[config.mk]
export PLATFORM = sky130hd
export DESIGN_NAME = otp_awb_gain_calculator
export DESIGN_NICKNAME = d
export VERILOG_FILES = /design/src/design/otp_awb_pkg.sv /design/src/design/otp_awb_divider.sv /design/src/design/otp_awb_gain_calculator.sv
export SDC_FILE = /design/constraint.sdc
export NUM_CORES = 1
export LEC_CHECK = 0
export BUFFER_PORTS_ARGS = -buffer_cell sky130_fd_sc_hd__buf_2
export CORE_UTILIZATION = 24
export DETAILED_ROUTE_END_ITERATION = 12
export SLEW_MARGIN = 20
export SYNTH_ARGS = -nofsm -noshare
export SYNTH_HDL_FRONTEND = slang
export SYNTH_SLANG_ARGS = --single-unit
[constraint.sdc]
create_clock -name i_clk -period 5.6 [get_ports i_clk]
set_clock_uncertainty 0.2 [all_clocks]
set_input_delay 0.28 -clock i_clk [delete_from_list [all_inputs] [get_ports i_clk]]
set_output_delay 0.28 -clock i_clk [all_outputs]
set_load 0.05 [all_outputs]
[src/design/otp_awb_pkg.sv]
package otp_awb_pkg;

    // Field widths
    localparam int unsigned RatioW = 10;
    localparam int unsigned QuotW  = 20;
    localparam int unsigned NumW   = 30;
    localparam int unsigned GainW  = 16;

    // Fixed arithmetic constants
    localparam logic [RatioW-1:0] RatioResetVal = 10'd611;
    localparam logic [QuotW-1:0]  RatioScale    = 20'd1000;
    localparam logic [NumW-1:0]   GreenNum      = 30'd1024000;
    localparam logic [GainW-1:0]  UnityGain     = 16'h0400;

    // Flag byte field masks and the code that marks a group valid
    localparam logic [7:0] FlagG1Mask = 8'hC0;
    localparam logic [7:0] FlagG1Ok   = 8'h40;
    localparam logic [7:0] FlagG2Mask = 8'h30;
    localparam logic [7:0] FlagG2Ok   = 8'h10;
    localparam logic [7:0] FlagG3Mask = 8'h0C;
    localparam logic [7:0] FlagG3Ok   = 8'h04;

    // Register indexes
    localparam logic [1:0] CFG_TYPICAL_RG = 2'd0;
    localparam logic [1:0] CFG_TYPICAL_BG = 2'd1;

    // Status codes
    localparam logic [1:0] ST_COMPUTED = 2'd0;
    localparam logic [1:0] ST_CACHED   = 2'd1;
    localparam logic [1:0] ST_NO_GROUP = 2'd2;
    localparam logic [1:0] ST_ZERO     = 2'd3;

    typedef struct packed {
        logic [7:0] otp_flag;
        logic [7:0] g1_rg_high;
        logic [7:0] g1_bg_high;
        logic [7:0] g1_low_bits;
        logic [7:0] g2_rg_high;
        logic [7:0] g2_bg_high;
        logic [7:0] g2_low_bits;
        logic [7:0] g3_rg_high;
        logic [7:0] g3_bg_high;
        logic [7:0] g3_low_bits;
    } t_in_item;

    typedef struct packed {
        logic [GainW-1:0] red_gain;
        logic [GainW-1:0] green_gain;
        logic [GainW-1:0] blue_gain;
        logic             red_apply;
        logic             green_apply;
        logic             blue_apply;
        logic [1:0]       status;
    } t_out_item;

    typedef struct packed {
        logic            start;
        logic [NumW-1:0] num;
        logic [QuotW-1:0] den;
    } t_div_req;

    typedef struct packed {
        logic            done;
        logic [NumW-1:0] quot;
    } t_div_rsp;

endpackage

[src/design/otp_awb_divider.sv]
module otp_awb_divider (
    input  logic                  i_clk,
    input  logic                  i_rst_n,
    input  otp_awb_pkg::t_div_req i_req,
    output otp_awb_pkg::t_div_rsp o_rsp
);
    import otp_awb_pkg::*;

    localparam int unsigned DivSteps = NumW;
    localparam int unsigned CntW     = $clog2(DivSteps + 1);

    logic              r_busy;
    logic              r_done;
    logic [CntW-1:0]   r_cnt;
    logic [QuotW-1:0]  r_rem;
    logic [QuotW-1:0]  r_den;
    logic [NumW-1:0]   r_quot;

    logic [QuotW:0]    trial;
    logic [QuotW:0]    diff;
    logic              ge;
    logic [QuotW-1:0]  n_rem;

    // One restoring step: shift in the next dividend bit, try the subtract
    always_comb begin
        trial = {r_rem, r_quot[NumW-1]};
        diff  = trial - {1'b0, r_den};
        ge    = (trial >= {1'b0, r_den});
        n_rem = ge ? diff[QuotW-1:0] : trial[QuotW-1:0];
    end

    // Control: step count and done pulse
    always_ff @(posedge i_clk) begin
        if (!i_rst_n) begin
            r_busy <= 1'b0;
            r_done <= 1'b0;
            r_cnt  <= '0;
        end else begin
            r_done <= 1'b0;
            if (i_req.start) begin
                r_busy <= 1'b1;
                r_cnt  <= CntW'(DivSteps);
            end else if (r_busy) begin
                r_cnt <= r_cnt - 1'b1;
                if (r_cnt == CntW'(1)) begin
                    r_busy <= 1'b0;
                    r_done <= 1'b1;
                end
            end
        end
    end

    // Datapath: remainder and quotient shift register
    always_ff @(posedge i_clk) begin
        if (i_req.start) begin
            r_rem  <= '0;
            r_den  <= i_req.den;
            r_quot <= i_req.num;
        end else if (r_busy) begin
            r_rem  <= n_rem;
            r_quot <= {r_quot[NumW-2:0], ge};
        end
    end

    assign o_rsp.done = r_done;
    assign o_rsp.quot = r_quot;

endmodule

[src/design/otp_awb_gain_calculator.sv]
// When the cache is valid or the item is rejected (no valid group, zero ratio),
// the item goes straight to the output state; otherwise gains are computed by
// five 30-step divisions on the one shared radix-2 divider.
// Throughput: one item at a time; input stall is high until the result moves
// to the output register. Reset (synchronous, active low) clears the cache,
// loads both typical ratios with 611 and empties the output register.
module otp_awb_gain_calculator (
    input  logic                   i_clk,
    input  logic                   i_rst_n,
    input  logic                   i_in_valid,
    output logic                   o_in_stall,
    input  otp_awb_pkg::t_in_item  i_in_item,
    output logic                   o_out_valid,
    input  logic                   i_out_stall,
    output otp_awb_pkg::t_out_item o_out_item,
    input  logic                   i_cfg_we,
    input  logic [1:0]             i_cfg_index,
    input  logic [9:0]             i_cfg_data
);
    import otp_awb_pkg::*;

    localparam logic [2:0] S_IDLE = 3'd0;
    localparam logic [2:0] S_GO   = 3'd1;
    localparam logic [2:0] S_WAIT = 3'd2;
    localparam logic [2:0] S_BASE = 3'd3;
    localparam logic [2:0] S_OUT  = 3'd4;

    localparam logic [2:0] PH_RG    = 3'd0;
    localparam logic [2:0] PH_BG    = 3'd1;
    localparam logic [2:0] PH_RED   = 3'd2;
    localparam logic [2:0] PH_GREEN = 3'd3;
    localparam logic [2:0] PH_BLUE  = 3'd4;

    logic [2:0]        r_state;
    logic [2:0]        r_phase;
    logic [RatioW-1:0] r_typ_rg;
    logic [RatioW-1:0] r_typ_bg;
    logic [GainW-1:0]  r_cache_red;
    logic [GainW-1:0]  r_cache_green;
    logic [GainW-1:0]  r_cache_blue;
    logic [RatioW-1:0] r_rg;
    logic [RatioW-1:0] r_bg;
    logic [QuotW-1:0]  r_rgr;
    logic [QuotW-1:0]  r_bgr;
    logic [QuotW-1:0]  r_base;
    logic [GainW-1:0]  r_red;
    logic [GainW-1:0]  r_green;
    logic [GainW-1:0]  r_blue;
    logic [1:0]        r_status;
    logic              r_out_valid;
    t_out_item         r_out_item;

    logic              accept;
    logic              cache_hit;
    logic              grp_found;
    logic [7:0]        sel_rg_hi;
    logic [7:0]        sel_bg_hi;
    logic [7:0]        sel_low;
    logic [RatioW-1:0] sel_rg;
    logic [RatioW-1:0] sel_bg;
    logic [QuotW-1:0]  ratio_min;
    logic [QuotW-1:0]  base_val;
    logic [QuotW-1:0]  typ_prod;
    logic [GainW-1:0]  quot_sat;
    logic              out_free;
    t_div_req          div_req;
    t_div_rsp          div_rsp;

    assign accept    = i_in_valid && !o_in_stall;
    assign cache_hit = (r_cache_red != '0) || (r_cache_green != '0) || (r_cache_blue != '0);
    assign out_free  = !r_out_valid || !i_out_stall;

    // Pick the first group whose flag field marks it valid
    always_comb begin
        grp_found = 1'b1;
        sel_rg_hi = i_in_item.g1_rg_high;
        sel_bg_hi = i_in_item.g1_bg_high;
        sel_low   = i_in_item.g1_low_bits;
        if ((i_in_item.otp_flag & FlagG1Mask) == FlagG1Ok) begin
            sel_rg_hi = i_in_item.g1_rg_high;
        end else if ((i_in_item.otp_flag & FlagG2Mask) == FlagG2Ok) begin
            sel_rg_hi = i_in_item.g2_rg_high;
            sel_bg_hi = i_in_item.g2_bg_high;
            sel_low   = i_in_item.g2_low_bits;
        end else if ((i_in_item.otp_flag & FlagG3Mask) == FlagG3Ok) begin
            sel_rg_hi = i_in_item.g3_rg_high;
            sel_bg_hi = i_in_item.g3_bg_high;
            sel_low   = i_in_item.g3_low_bits;
        end else begin
            grp_found = 1'b0;
        end
        sel_rg = {sel_rg_hi, sel_low[7:6]};
        sel_bg = {sel_bg_hi, sel_low[5:4]};
    end

    // Normalization base: smaller ratio when either is below scale
    always_comb begin
        ratio_min = (r_rgr < r_bgr) ? r_rgr : r_bgr;
        if ((r_rgr < RatioScale) || (r_bgr < RatioScale)) begin
            base_val = ratio_min;
        end else begin
            base_val = RatioScale;
        end
    end

    // Divider operands for the current phase
    always_comb begin
        typ_prod      = '0;
        div_req.start = (r_state == S_GO);
        div_req.num   = '0;
        div_req.den   = r_base;
        case (r_phase)
            PH_RG: begin
                typ_prod    = QuotW'(r_typ_rg) * RatioScale;
                div_req.num = NumW'(typ_prod);
                div_req.den = QuotW'(r_rg);
            end
            PH_BG: begin
                typ_prod    = QuotW'(r_typ_bg) * RatioScale;
                div_req.num = NumW'(typ_prod);
                div_req.den = QuotW'(r_bg);
            end
            PH_RED:   div_req.num = {r_rgr, 10'b0};
            PH_GREEN: div_req.num = GreenNum;
            PH_BLUE:  div_req.num = {r_bgr, 10'b0};
            default: begin
                div_req.num = '0;
            end
        endcase
    end

    // Saturate a quotient to the gain width
    assign quot_sat = (div_rsp.quot[NumW-1:GainW] != '0) ? '1 : div_rsp.quot[GainW-1:0];

    otp_awb_divider u_div (
        .i_clk   (i_clk),
        .i_rst_n (i_rst_n),
        .i_req   (div_req),
        .o_rsp   (div_rsp)
    );

    // Sequencer, configuration, cache and output register
    always_ff @(posedge i_clk) begin
        if (!i_rst_n) begin
            r_state       <= S_IDLE;
            r_phase       <= PH_RG;
            r_typ_rg      <= RatioResetVal;
            r_typ_bg      <= RatioResetVal;
            r_cache_red   <= '0;
            r_cache_green <= '0;
            r_cache_blue  <= '0;
            r_out_valid   <= 1'b0;
        end else begin
            if (i_cfg_we) begin
                case (i_cfg_index)
                    CFG_TYPICAL_RG: r_typ_rg <= i_cfg_data;
                    CFG_TYPICAL_BG: r_typ_bg <= i_cfg_data;
                    default: begin
                    end
                endcase
            end

            // Drop the taken result unless a new one loads in this cycle
            if (r_out_valid && !i_out_stall && (r_state != S_OUT)) begin
                r_out_valid <= 1'b0;
            end

            case (r_state)
                S_IDLE: begin
                    if (accept) begin
                        r_phase <= PH_RG;
                        if (cache_hit || !grp_found || sel_rg == '0 || sel_bg == '0) begin
                            r_state <= S_OUT;
                        end else begin
                            r_state <= S_GO;
                        end
                    end
                end
                S_GO: begin
                    r_state <= S_WAIT;
                end
                S_WAIT: begin
                    if (div_rsp.done) begin
                        case (r_phase)
                            PH_RG: begin
                                r_phase <= PH_BG;
                                r_state <= S_GO;
                            end
                            PH_BG:    r_state <= S_BASE;
                            PH_RED: begin
                                r_phase <= PH_GREEN;
                                r_state <= S_GO;
                            end
                            PH_GREEN: begin
                                r_phase <= PH_BLUE;
                                r_state <= S_GO;
                            end
                            default:  r_state <= S_OUT;
                        endcase
                    end
                end
                S_BASE: begin
                    r_phase <= PH_RED;
                    r_state <= (base_val == '0) ? S_OUT : S_GO;
                end
                S_OUT: begin
                    if (out_free) begin
                        r_out_valid <= 1'b1;
                        r_state     <= S_IDLE;
                        if (r_status == ST_COMPUTED) begin
                            r_cache_red   <= r_red;
                            r_cache_green <= r_green;
                            r_cache_blue  <= r_blue;
                        end
                    end
                end
                default: begin
                    r_state <= S_IDLE;
                end
            endcase
        end
    end

    // Working payload: ratios, base, gains and status
    always_ff @(posedge i_clk) begin
        case (r_state)
            S_IDLE: begin
                if (accept) begin
                    r_rg <= sel_rg;
                    r_bg <= sel_bg;
                    if (cache_hit) begin
                        r_status <= ST_CACHED;
                        r_red    <= r_cache_red;
                        r_green  <= r_cache_green;
                        r_blue   <= r_cache_blue;
                    end else begin
                        r_red   <= '0;
                        r_green <= '0;
                        r_blue  <= '0;
                        if (!grp_found) begin
                            r_status <= ST_NO_GROUP;
                        end else if (sel_rg == '0 || sel_bg == '0) begin
                            r_status <= ST_ZERO;
                        end else begin
                            r_status <= ST_COMPUTED;
                        end
                    end
                end
            end
            S_WAIT: begin
                if (div_rsp.done) begin
                    case (r_phase)
                        PH_RG:    r_rgr   <= div_rsp.quot[QuotW-1:0];
                        PH_BG:    r_bgr   <= div_rsp.quot[QuotW-1:0];
                        PH_RED:   r_red   <= quot_sat;
                        PH_GREEN: r_green <= quot_sat;
                        default:  r_blue  <= quot_sat;
                    endcase
                end
            end
            S_BASE: begin
                r_base <= base_val;
                if (base_val == '0) begin
                    r_status <= ST_ZERO;
                end
            end
            default: begin
            end
        endcase
    end

    // Load the output register
    always_ff @(posedge i_clk) begin
        if (r_state == S_OUT && out_free) begin
            r_out_item.red_gain    <= r_red;
            r_out_item.green_gain  <= r_green;
            r_out_item.blue_gain   <= r_blue;
            r_out_item.red_apply   <= (r_red > UnityGain);
            r_out_item.green_apply <= (r_green > UnityGain);
            r_out_item.blue_apply  <= (r_blue > UnityGain);
            r_out_item.status      <= r_status;
        end
    end

    assign o_in_stall  = !i_rst_n || (r_state != S_IDLE);
    assign o_out_valid = r_out_valid;
    assign o_out_item  = r_out_item;

endmodule
==> results by group, run 1 <==
Outcome
  – Outcome: finished, final reports clean

STA
  – Worst slew pin tran: around 1.1 ns
  – RSZ-0062 raised after global routing: no
  – Final setup viols: 0
  – Fin Setup TNS: 0 ns
  – Final Slew Violations: 0
  – Slew HR: approximately 27%
  – Hold WS: roughly 0.017 ns
  – Final Hold Viols: 0
  – Max Freq: ~190 MHz
  – Final period utilization: 92.60%
  – Final min period: just over 5 ns

Setup path
  – Worst-path fanout max: 7
  – Crit path max-delay cell type: dfxtp_1
  – Arrival time at the worst endpoint: roughly 5.3 ns
  – Worst Path Class, Setup: reg -> reg
  – Required time worst endpoint: 5.69 ns
  – Slowest cell delay on critical path: ~0.56 ns
  – Crit-path cells: inv_1 -> fa_1 -> fa_1 -> inv_1 -> fa_1 -> inv_1 -> fa_1 -> inv_1 -> ha_1 -> o21a_1 -> o21a_1 -> o41a_1 -> o31a_1 -> o41ai_2 -> xnor2_1 -> a211oi_1 -> o22ai_1
  – Worst setup EP type: flop
  – Critical Path Start Type: flop

Power and ir drop
  – P_leak: roughly 0.0088 uW
  – Worst vdd ir: 0.2092 mV
  – Power per cell area: 367.6 mW/mm^2

CTS
  – Clk_lat worst skew: around 0.57 ns
  – Total clock sinks: 335
  – CTS Buf Count: 38
  – TritonCTS clock tree: built
  – Clock Pin Slew Worst Setup and Hold Paths: 0.06 ns
  – H-tree depth: 2
  – Maximum clock insertion buffer count: 3
  – Root buffer cell: clkbuf_16

Finish
  – Layout area overhead: 19.58%
  – Register area: between 0.009 and 0.01 mm^2
  – Multi-input gate area: about 0.0090 mm^2
  – Final net count: 2275
  – Fraction of final layout cells sized beyond drive strength 1: roughly 13%
  – Fin cells: 3065
  – Fill count: 8004
  – Final antenna diode count: 0

Worst hold path
  – Worst min path class: in -> reg

Run
  – Max Cap Violations: 0

Synth
  – Mapped Area: ~0.019 mm^2
  – Synth Area in Compound Gates: between 10% and 20%
  – Seq/Total Area, Yosys: between 40% and 50%
  – Most frequent cell after synthesis: edfxtp_1
  – Top post-synthesis cells by count: 233 x edfxtp_1, 210 x nand2_1, 201 x nor2_1, 161 x inv_1, 123 x ha_1
  – Yosys top cell by area: edfxtp_1
  – YS warnings: 0
  – Post-synth ARST share: 0%
  – Syn Nets: 2109
  – Area share of the largest cell type after synthesis: 37.01%
  – Post-synthesis cell count: about 1800
  – Post-Synth Simple-Gate Area: roughly 14%
  – Dominant synthesized flop cell: edfxtp_1
  – Largest family of logic cells by synthesized area: adder cells
  – Synth top area cells: edfxtp_1 37%, dfxtp_1 11%, ha_1 8.1%
  – Xor/xnor cell area share of the yosys netlist: 1.622%
  – FF+latch count, synth: around 340
  – EDFF count, synth: 233
  – Mux contribution to synthesized area: under 10%
  – Post-Synth Adder-Cell Area: around 14%
  – Count of different cell masters after synthesis: between 80 and 90
  – Syn Area/Cell: 10.34 um^2

Global routing
  – Initial antenna violation count: 1
  – Overflow after GRT: 0
  – GRT Overall Usage: 12.08%
  – Vias in the first global route: 13775
  – Largest net degree at the start of global routing: between 80 and 90
  – First-pass GRT wire length: 75890 um

Placed design
  – # port buffers: 137
  – GP Congestion: about 0.86
  – HPWL after detailed placement: 34900 um
  – Placed Cells: approximately 3000

Floorplanning
  – Ports: 152
  – Starting Density: ~24%
  – Row count: about 100
  – Vert. Die Dim: roughly 280 um
  – Die ar.: between 0.07 and 0.08 mm^2
  – Die Width: about 280 um
  – Core area: slightly below 0.08 mm^2

Drt
  – DRC viols: 0
  – Routed length per instance: between 15 and 20 um
  – Initial DRC count: 1039
  – Via Count: 13861
  – DRT Pass-1 Iters: 4
  – Vias per cell: around 4.5
  – Detail Route Antenna Nets: 0
  – Post-Route WL: between 40000 and 50000 um
[layout by cell type (no fill, tap or decap), drive strengths merged, types with 42 or more instances in the layout]
| cell type | count |
|---|---|
| edfxtp | 233 |
| nand2 | 210 |
| nor2 | 201 |
| inv | 165 |
| buf | 158 |
| ha | 123 |
| dfxtp | 102 |
| o21ai | 95 |
| a21oi | 72 |
| a21boi | 64 |
| mux2i | 60 |
| fa | 60 |
| clkbuf | 46 |
| dlygate4sd3 | 42 |
[report_power, final]
part           leakage, uW  total (uW)  internal, uW  switching, uW
combinational      0.00515        2560          1100           1460
clock             0.000674        2740          1680           1060
sequential         0.00293        3010          2870            144
[metrics by stage]
step | total power [uW] | setup WS, ns | cell area, um^2 | utilization, %
2_1_floorplan | 4992 | 0.6602 | 18900 | -
3_3_place_gp | 5566 | 0.4302 | 20780 | 26.74
3_5_place_dp | 5586 | 0.3241 | 20780 | 26.74
4_1_cts | 8383 | 0.3108 | 22590 | 29.07
5_1_grt | 8787 | 0.09038 | 22610 | 29.09
6_report | 8311 | 0.4144 | 22610 | 29.09
[path summary, 6_finish.rpt]
path / from / end / slack [ns] / cells after the start
max: r_typ_rg[4]$_SDFFE_PN0P_ / u_div.r_quot[18]$_DFFE_PP_ / 0.41 / 17
max reg2reg: r_typ_rg[4]$_SDFFE_PN0P_ / u_div.r_quot[18]$_DFFE_PP_ / 0.41 / 17
min: i_in_item[15] / r_bg[9]$_DFFE_PP_ / 0.02 / 3
min reg2reg: u_div.r_rem[1]$_SDFFE_PP0P_ / u_div.r_rem[1]$_SDFFE_PP0P_ / 0.27 / 2
[worst max-delay path: cells and delay by family (launching register included)]
kind | cells | cell delay, ns
XOR/XNOR | 1 | 0.12
flip-flops | 1 | 0.56
buffers and inverters | 4 | 0.26
AO/OA/AOI/OAI | 7 | 1.44
adder cells (fa/ha/maj) | 5 | 2.33
[per-layer routing]
layer / part of all wire (%) / track usage (%) / vias to the layer above
met4: 3.6 / 4.948 / 2
met3: 4.2 / 1.743 / 82
met5: 0.027 / 0 / -
met2: 48 / 20.18 / 325
li1: - / - / 6801
met1: 45 / 15.57 / 6651
[registers in the layout, indices dropped and copies added (netlist names)]
name / cells
r_rgr: 20
o_out_item: 53
r_phase: 3
r_cache_green: 16
r_rg: 10
r_cache_red: 16
r_status: 2
r_blue: 16
u_div.r_done: 1
u_div.r_den: 20
u_div.r_rem: 20
r_state: 3
r_cache_blue: 16
r_green: 16
r_red: 16
o_out_valid: 1
r_bgr: 20
u_div.r_quot: 30
r_base: 20
r_typ_bg: 10
u_div.r_busy: 1
u_div.r_cnt: 5
r_typ_rg: 10
r_bg: 10
[what timing repair did]
action	in CTS	in global routing
buffers inserted	0	0
setup endpoints to repair	0	1
resized for setup	0	1
hold buffers	42	0
hold endpoints to repair	42	0
[area by class of cell]
cell class | count | area share [%]
clock buffers | 46 | 4.472
clock inverters | 24 | 1.688
inverters | 164 | 2.751
multi-input cells | 1256 | 39.76
flip-flops and latches | 335 | 39.98
well taps | 1040 | 5.756
repair buffers | 200 | 5.590
[logic make-up (layout without fill, tap and decap cells)]
kind of cell    count (synthesis)  after routing
mux                            63             63
simple gates                  599            599
compound gates                376            376
xor+xnor                       35             35
flops                         335            335
buf+inv                       238            434
fa+ha+maj                     183            183
Power figures use the tool's default switching activity.
==> run 2, diff against run 1 <==
--- a/config.mk
+++ b/config.mk
@@ -11,4 +11,5 @@
 export SLEW_MARGIN = 20
 export SYNTH_ARGS = -nofsm -noshare
 export SYNTH_HDL_FRONTEND = slang
+export SYNTH_HIERARCHICAL = 1
 export SYNTH_SLANG_ARGS = --single-unit
==> run 2 against run 1 <==
  * The flow now finishes with violations (hold timing)
  * Sequential power up 21%
  * Cell count up 1.3%
  * Largest power group unchanged
  * Largest cell class is now multi-input combinational cells
  * First-iteration DRC count up 4.4%
  * Power up 15%
  * Non-clock buffer count up 9
==> results by group, run 2 <==
Synth
  – Area share of the largest cell type after synthesis: 36.33% (was 37.01%)
  – YS warnings: 6 (was 0)
  – Most frequent cell after synthesis: edfxtp_1 (unchanged)
  – Count of different cell masters after synthesis: 88 (was 86)
  – FF+latch count, synth: 335 (unchanged)
  – Top post-synthesis cells by count: 233 x edfxtp_1, 227 x nor2_1, 217 x nand2_1, 156 x inv_1, 123 x ha_1 (was 233 x edfxtp_1, 210 x nand2_1, 201 x nor2_1, 161 x inv_1, 123 x ha_1)
  – Synth top area cells: edfxtp_1 36%, dfxtp_1 11%, ha_1 8.0% (was edfxtp_1 37%, dfxtp_1 11%, ha_1 8.1%)
  – Seq/Total Area, Yosys: 46.93% (was 47.81%)
  – Mapped Area: 0.01926 mm^2 (was 0.01890 mm^2)
  – Yosys top cell by area: edfxtp_1 (unchanged)
  – Post-synth ARST share: 0% (unchanged)
  – Dominant synthesized flop cell: edfxtp_1 (unchanged)
  – EDFF count, synth: 233 (unchanged)
  – Post-synthesis cell count: 1851 (was 1829)
  – Syn Area/Cell: 10.41 um^2 (was 10.34 um^2)

STA
  – Fin Setup TNS: 0 ns (unchanged)
  – Worst slew pin tran: 1.058 ns (was 1.090 ns)
  – Final period utilization: 95.28% (was 92.60%)
  – Hold WS: -0.001711 ns (was 0.01680 ns)
  – Final setup viols: 0 (unchanged)
  – RSZ-0062 raised after global routing: no (unchanged)
  – Final Hold Viols: 1 (was 0)
  – Final Slew Violations: 0 (unchanged)
  – Max Freq: 187.4 MHz (was 192.8 MHz)
  – Final min period: 5.336 ns (was 5.186 ns)
  – Slew HR: 29.34% (was 27.31%)

CTS
  – Clk_lat worst skew: 0.57 ns (about the same)
  – Maximum clock insertion buffer count: 3 (unchanged)
  – Root buffer cell: clkbuf_16 (unchanged)
  – TritonCTS clock tree: built (unchanged)
  – Clock Pin Slew Worst Setup and Hold Paths: 0.06 ns (about the same)
  – CTS Buf Count: 36 (was 38)
  – Total clock sinks: 335 (unchanged)
  – H-tree depth: 2 (unchanged)

Power and ir drop
  – Clock power share: 23.7% (was 33.0%)
  – Pint: 5904 uW (was 5646 uW)
  – NetSw: 3630 uW (was 2665 uW)
  – P_leak: 0.008870 uW (was 0.008757 uW)
  – Power per cell area: 419.3 mW/mm^2 (was 367.6 mW/mm^2)
  – Switching Share: 38.07% (was 32.06%)
  – Tot Pwr: 9534 uW (was 8311 uW)
  – Sequential power share: 38.3% (was 36.3%)
  – Logic gate share of total power: 38.0% (was 30.7%)
  – Worst vdd ir: 0.2339 mV (was 0.2092 mV)

Outcome
  – Outcome: finished with violations (was finished, final reports clean)
  – Violated checks: hold timing

Finish
  – Fraction of final layout cells sized beyond drive strength 1: 14.36% (was 12.69%)
  – Final antenna diode count: 0 (unchanged)
  – Final net count: 2306 (was 2275)
  – Fill count: 8208 (was 8004)
  – Register area: 0.009040 mm^2 (was 0.009039 mm^2)
  – Max FFs per register: 53 (unchanged)
  – Fin util: 28.69% (was 29.09%)
  – Commonest non-fill, non-tap cells in the layout: 233 x edfxtp_1, 225 x nor2_1, 217 x nand2_1 (was 233 x edfxtp_1, 210 x nand2_1, 198 x nor2_1)
  – Commonest non-fill, non-tap cell in the layout: edfxtp_1 (unchanged)
  – Layout area overhead: 18.07% (was 19.58%)
  – Multi-input gate area: 0.009340 mm^2 (was 0.008987 mm^2)
  – Fin cells: 3104 (was 3065)

Drt
  – DRT Pass-1 Iters: 5 (was 4)
  – Vias per cell: 4.533 (was 4.522)
  – Initial DRC count: 1085 (was 1039)
  – DRC viols: 0 (unchanged)
  – Via Count: 14071 (was 13861)
  – Routed length per instance: 15.86 um (was 15.75 um)
  – Post-Route WL: 49230 um (was 48290 um)
  – Detail Route Antenna Nets: 0 (unchanged)

Placed design
  – Placed Cells: 2986 (was 2953)
  – HPWL after detailed placement: 35440 um (was 34900 um)
  – GP Congestion: 0.8337 (was 0.8648)
  – # port buffers: 137 (unchanged)

Setup path
  – Required time worst endpoint: 5.70 ns (was 5.69 ns)
  – Arrival time at the worst endpoint: 5.43 ns (was 5.28 ns)
  – Worst-path fanout max: 5 (was 7)
  – Worst Path Class, Setup: reg -> reg (unchanged)
  – Worst setup EP type: flop (unchanged)
  – Critical Path Start Type: flop (unchanged)

Floorplanning
  – Ports: 152 (unchanged)
  – Core area: 0.07926 mm^2 (was 0.07772 mm^2)
  – Die Width: 285.3 um (was 282.7 um)
  – Starting Density: 24.30% (was 24.32%)
  – Die ar.: 0.08138 mm^2 (was 0.07989 mm^2)
  – Row count: 103 (was 102)
  – Vert. Die Dim: 285.3 um (was 282.7 um)

Global routing
  – First-pass GRT wire length: 78500 um (was 75890 um)
  – Largest net degree at the start of global routing: 75 (was 84)
  – Initial antenna violation count: 1 (unchanged)
  – Overflow after GRT: 0 (unchanged)
  – Vias in the first global route: 14012 (was 13775)
  – GRT Overall Usage: 12.03% (was 12.08%)

Run
  – Max Cap Violations: 0 (unchanged)

Worst hold path
  – Worst min path class: in -> reg (unchanged)
run 2: critical path, stage by stage, from the launching register on:
cell      delay (ns)
dfxtp_1         0.43
inv_1           0.16
fa_1            0.52
fa_1            0.55
fa_1            0.44
fa_1            0.52
inv_1           0.04
ha_1            0.33
and2_4          0.16
or4_4           0.45
nor2_4          0.15
o311ai_4        0.14
xnor2_1         0.15
o21ai_0         0.19
a21oi_1         0.10
a221o_1         0.28
mux2_2          0.26
run 2: layer usage:
| layer | track usage (%) | vias to the layer above | wire length [um] | part of all wire [%] |
|---|---|---|---|---|
| met1 | 16.19 | 6808 | 22450 | 46 |
| met2 | 19.84 | 323 | 23540 | 48 |
| li1 | - | 6882 | - | - |
| met5 | 0 | - | 13 | 0.026 |
| met3 | 2.000 | 56 | 2326 | 4.7 |
| met4 | 3.275 | 2 | 888 | 1.8 |
run 2: cells by family (layout without fill, tap and decap cells):
family	Yosys count	in the layout	share of synthesized area (%)
DFF	335	335	46.93
other	1	3	0.01947
xor gates and xnor gates	41	41	1.865
muxes	80	80	4.359
and+or+nand+nor	651	651	15.53
buffers and inverters	230	431	4.788
adders and majority gates	183	183	14.23
AOI/OAI and AO/OA	330	330	12.28
run 2: power groups by stage:
| stage | clock, uW | combinational (uW) | sequential (uW) |
|---|---|---|---|
| global placement | 0 | 3550 | 3690 |
| global route | 2410 | 4060 | 3700 |
| detailed placement | 0 | 3580 | 3690 |
| floorplan | 0 | 2480 | 3840 |
| CTS | 2310 | 3640 | 3650 |
| finish | 2260 | 3630 | 3650 |
run 2: timing repair:
| item | 4_1_cts | 5_1_grt |
|---|---|---|
| hold buffers | 52 | 0 |
| gates resized for setup | 0 | 0 |
| hold endpoints to repair | 43 | 0 |
| buffers inserted | 0 | 0 |
run 2: final cells by class:
cell class	instances	area share [%]
clock buffers	43	4.165
clock inverters	23	0.6878
inverters	156	2.575
multi-input cells	1288	41.08
flip-flops and latches	335	39.75
well taps	1050	5.777
repair buffers	209	5.965
run 2: worst paths after layout:
check | from | cells past startpoint | slack, ns | to
worst min-delay path | i_in_item[5] | 3 | -0.002 | r_bg[1]$_DFFE_PP_
worst min register to register | r_cache_blue[9]$_SDFFE_PN0P_ | 2 | 0.27 | r_cache_blue[9]$_SDFFE_PN0P_
worst max-delay path | r_typ_bg[4]$_SDFFE_PN0P_ | 16 | 0.26 | u_div/r_quot[17]$_DFFE_PP_
worst max register to register | r_typ_bg[4]$_SDFFE_PN0P_ | 16 | 0.26 | u_div/r_quot[17]$_DFFE_PP_
run 2: metrics by stage:
stage	setup slack [ns]	hold slack (ns)	cell area, um^2
after global placement	0.3258	0.2588	21110
after detailed placement	0.2572	0.2635	21110
after CTS	0.2163	0.0005820	22740
after global routing	0.008198	0.005952	22740
final	0.2642	-0.001711	22740
after floorplan	0.5914	0.2040	19270
==> run 3, diff against run 2 <==
--- a/config.mk
+++ b/config.mk
@@ -5,7 +5,7 @@
 export SDC_FILE = /design/constraint.sdc
 export NUM_CORES = 1
 export LEC_CHECK = 0
-export BUFFER_PORTS_ARGS = -buffer_cell sky130_fd_sc_hd__buf_2
+export BUFFER_PORTS_ARGS = -buffer_cell sky130_fd_sc_hd__clkbuf_2
 export CORE_UTILIZATION = 24
 export DETAILED_ROUTE_END_ITERATION = 12
 export SLEW_MARGIN = 20
==> constraint.sdc (replaced) <==
create_clock -name i_clk -period 4.91 [get_ports i_clk]
set_clock_uncertainty 0.2 [all_clocks]
set_input_delay 0.2455 -clock i_clk [delete_from_list [all_inputs] [get_ports i_clk]]
set_output_delay 0.2455 -clock i_clk [all_outputs]
set_load 0.05 [all_outputs]
==> run 3 against run 2 <==
  * Register-to-register slack lost 0.25 ns
  * The run now ends clean
  * Clock power grew 23%
  * Global-route usage increased by 0.077 points
  * Fmax is 8.9% higher
  * Combinational power rose by 25%
  * Critical path type unchanged
  * Largest power group is now combinational logic
  * Count of clock-buffer cells in the layout grew 10
  * Largest cell class unchanged
  * Core utilization increased by 0.97 points
  * Critical endpoint unchanged
==> results by group, run 3 (synthesis results as in run 2) <==
Outcome
  – Outcome: finished, final reports clean (was finished with violations)

Setup path
  – R2r setup slk: 0.009 ns (was 0.26 ns)
  – Required time worst endpoint: 5.04 ns (was 5.70 ns)
  – RR Startpoint: r_typ_bg[3]$_SDFFE_PN0P_ (was r_typ_bg[4]$_SDFFE_PN0P_)
  – RR Endpoint: u_div/r_quot[17]$_DFFE_PP_ (unchanged)
  – Arrival time at the worst endpoint: 5.03 ns (was 5.43 ns)
  – Critical Path Start Type: flop (unchanged)
  – Worst Path Class, Setup: reg -> reg (unchanged)
  – Worst-path fanout max: 3 (was 5)
  – Worst setup startpoint: r_typ_bg[3]$_SDFFE_PN0P_ (was r_typ_bg[4]$_SDFFE_PN0P_)
  – Worst reg-to-reg path cell count: 16 (unchanged)
  – Worst setup EP type: flop (unchanged)

Global routing
  – Initial antenna violation count: 1 (unchanged)
  – GRT Overall Usage: 12.11% (was 12.03%)
  – Overflow after GRT: 0 (unchanged)
  – First-pass GRT wire length: 79170 um (was 78500 um)
  – Largest net degree at the start of global routing: 75 (unchanged)
  – Vias in the first global route: 14176 (was 14012)

Power and ir drop
  – Logic gate share of total power: 39.5% (was 38.0%)
  – Switching Share: 37.83% (was 38.07%)
  – Pint: 7144 uW (was 5904 uW)
  – NetSw: 4346 uW (was 3630 uW)
  – Sequential power share: 36.2% (was 38.3%)
  – Clock power share: 24.2% (was 23.7%)
  – P_leak: 0.009265 uW (was 0.008870 uW)
  – Worst vdd ir: 0.2193 mV (was 0.2339 mV)
  – Power per cell area: 488.7 mW/mm^2 (was 419.3 mW/mm^2)

Finish
  – Fin cells: 3160 (was 3104)
  – Commonest non-fill, non-tap cell in the layout: edfxtp_1 (unchanged)
  – Final antenna diode count: 0 (unchanged)
  – Post-route cell area: 0.02351 mm^2 (was 0.02274 mm^2)
  – Commonest non-fill, non-tap cells in the layout: 233 x edfxtp_1, 225 x nor2_1, 216 x nand2_1 (was 233 x edfxtp_1, 225 x nor2_1, 217 x nand2_1)
  – Fin util: 29.66% (was 28.69%)
  – Max FFs per register: 53 (unchanged)
  – Layout area overhead: 22.06% (was 18.07%)
  – Fraction of final layout cells sized beyond drive strength 1: 18.06% (was 14.36%)
  – Fill count: 8164 (was 8208)
  – Final net count: 2361 (was 2306)

STA
  – Final setup viols: 0 (unchanged)
  – Worst slew pin tran: 1.091 ns (was 1.058 ns)
  – Final Slew Violations: 0 (unchanged)
  – RSZ-0062 raised after global routing: yes (was no)
  – Final min period: 4.901 ns (was 5.336 ns)
  – Slew HR: 27.02% (was 29.34%)
  – Max Freq: 204.1 MHz (was 187.4 MHz)
  – Final Hold Viols: 0 (was 1)
  – Fin Setup TNS: 0 ns (unchanged)
  – Hold WS: 0.01806 ns (was -0.001711 ns)
  – Final period utilization: 99.81% (was 95.28%)

Floorplanning
  – Core area: 0.07926 mm^2 (unchanged)
  – Vert. Die Dim: 285.3 um (unchanged)
  – Die Width: 285.3 um (unchanged)
  – Die ar.: 0.08138 mm^2 (unchanged)
  – Ports: 152 (unchanged)
  – Starting Density: 24.30% (unchanged)
  – Row count: 103 (unchanged)

Drt
  – Via Count: 14372 (was 14071)
  – Detail Route Antenna Nets: 0 (unchanged)
  – Vias per cell: 4.548 (was 4.533)
  – Routed length per instance: 15.80 um (was 15.86 um)
  – Post-Route WL: 49930 um (was 49230 um)
  – DRC viols: 0 (unchanged)
  – Initial DRC count: 847 (was 1085)
  – DRT Pass-1 Iters: 7 (was 5)

Worst hold path
  – Hold Path Stages: 3 (unchanged)
  – Worst min path class: in -> reg (unchanged)
  – Hold Path Origin: i_in_item[30] (was i_in_item[5])
  – Hold Path Sink: r_rg[0]$_DFFE_PP_ (was r_bg[1]$_DFFE_PP_)

Placed design
  – # port buffers: 137 (unchanged)
  – Placed Cells: 3028 (was 2986)
  – HPWL after detailed placement: 36080 um (was 35440 um)
  – Post-DP Area: 0.02143 mm^2 (was 0.02111 mm^2)
  – GP Congestion: 0.8618 (was 0.8337)

CTS
  – TritonCTS clock tree: built (unchanged)
  – Root buffer cell: clkbuf_16 (unchanged)
  – Clk_lat worst skew: 0.58 ns (was 0.57 ns)
  – Clock Pin Slew Worst Setup and Hold Paths: 0.06 ns (about the same)
  – H-tree depth: 2 (unchanged)
  – Maximum clock insertion buffer count: 3 (unchanged)
  – Total clock sinks: 335 (unchanged)
  – CTS Buf Count: 38 (was 36)

Run
  – Max Cap Violations: 0 (unchanged)
-- run 3: changes by cell type in the layout (fill, tap and decap cells not counted), sizes merged --
cell         delta
buf            -89
dlygate4sd3     +5
clkbuf        +147
clkinv          -4
clkinvlp        -3
-- run 3: worst max path at each step --
stage,end,slack (ns),cells past startpoint
floorplan,u_div/r_quot[17]$_DFFE_PP_,0.02,16
global placement,u_div/r_quot[19]$_DFFE_PP_,-0.06,19
detailed placement,u_div/r_quot[17]$_DFFE_PP_,-0.12,16
CTS,u_div/r_quot[17]$_DFFE_PP_,-0.06,16
global route,u_div/r_quot[17]$_DFFE_PP_,-0.17,17
finish,u_div/r_quot[17]$_DFFE_PP_,0.009,16
-- run 3: worst max-delay path: stages, from the launching register on --
cell and delay, ns:
dfxtp_2 0.35, inv_4 0.05, fa_1 0.55, fa_1 0.43
fa_1 0.48, fa_1 0.53, inv_2 0.05, ha_4 0.23
and2_4 0.13, or4_4 0.45, nor2_4 0.14, o311ai_4 0.12
xnor2_1 0.16, o21ai_1 0.15, a21oi_1 0.09, a221o_1 0.28
mux2_4 0.26
-- run 3: metrics by stage --
| stage | setup slack, ns | power [uW] |
|---|---|---|
| after detailed placement | -0.1239 | 8444 |
| after global routing | -0.1706 | 12210 |
| after floorplan | 0.01518 | 7207 |
| after CTS | -0.06461 | 11380 |
| after global placement | -0.05880 | 8398 |
| final | 0.009421 | 11490 |
-- run 3: what timing repair did --
item | CTS | global route
hold buffers | 57 | 0
setup endpoints to repair | 4 | 8
buffers inserted | 2 | 4
hold endpoints to repair | 46 | 0
gates resized for setup | 16 | 35
pin swaps | 10 | 28
cloned | 0 | 0
-- run 3: layer usage --
layer  vias up  routed length (um)  global-route usage [%]
li1       6999                   -                       -
met1      6958               22750                   16.38
met2       325               23580                   19.78
met3        88                2320                   1.880
met4         2                1274                   3.690
met5         -                   7                       0
-- run 3: power groups by stage --
stage          Clock [uW]  Combinational (uW)  Sequential (uW)
5_1_grt              2950                5030             4230
6_report             2790                4540             4160
4_1_cts              2850                4370             4170
2_1_floorplan           0                2830             4380
3_3_place_gp            0                4190             4210
3_5_place_dp            0                4230             4220
-- run 3: final cells by class --
cell class,instances,area [um^2],share of cell area [%]
well taps,1050,1314,5.588
clock inverters,16,160.2,0.6813
repair buffers,262,1770,7.531
multi-input cells,1288,9545,40.60
clock buffers,53,1079,4.588
flip-flops and latches,335,9050,38.50
inverters,156,590.6,2.512
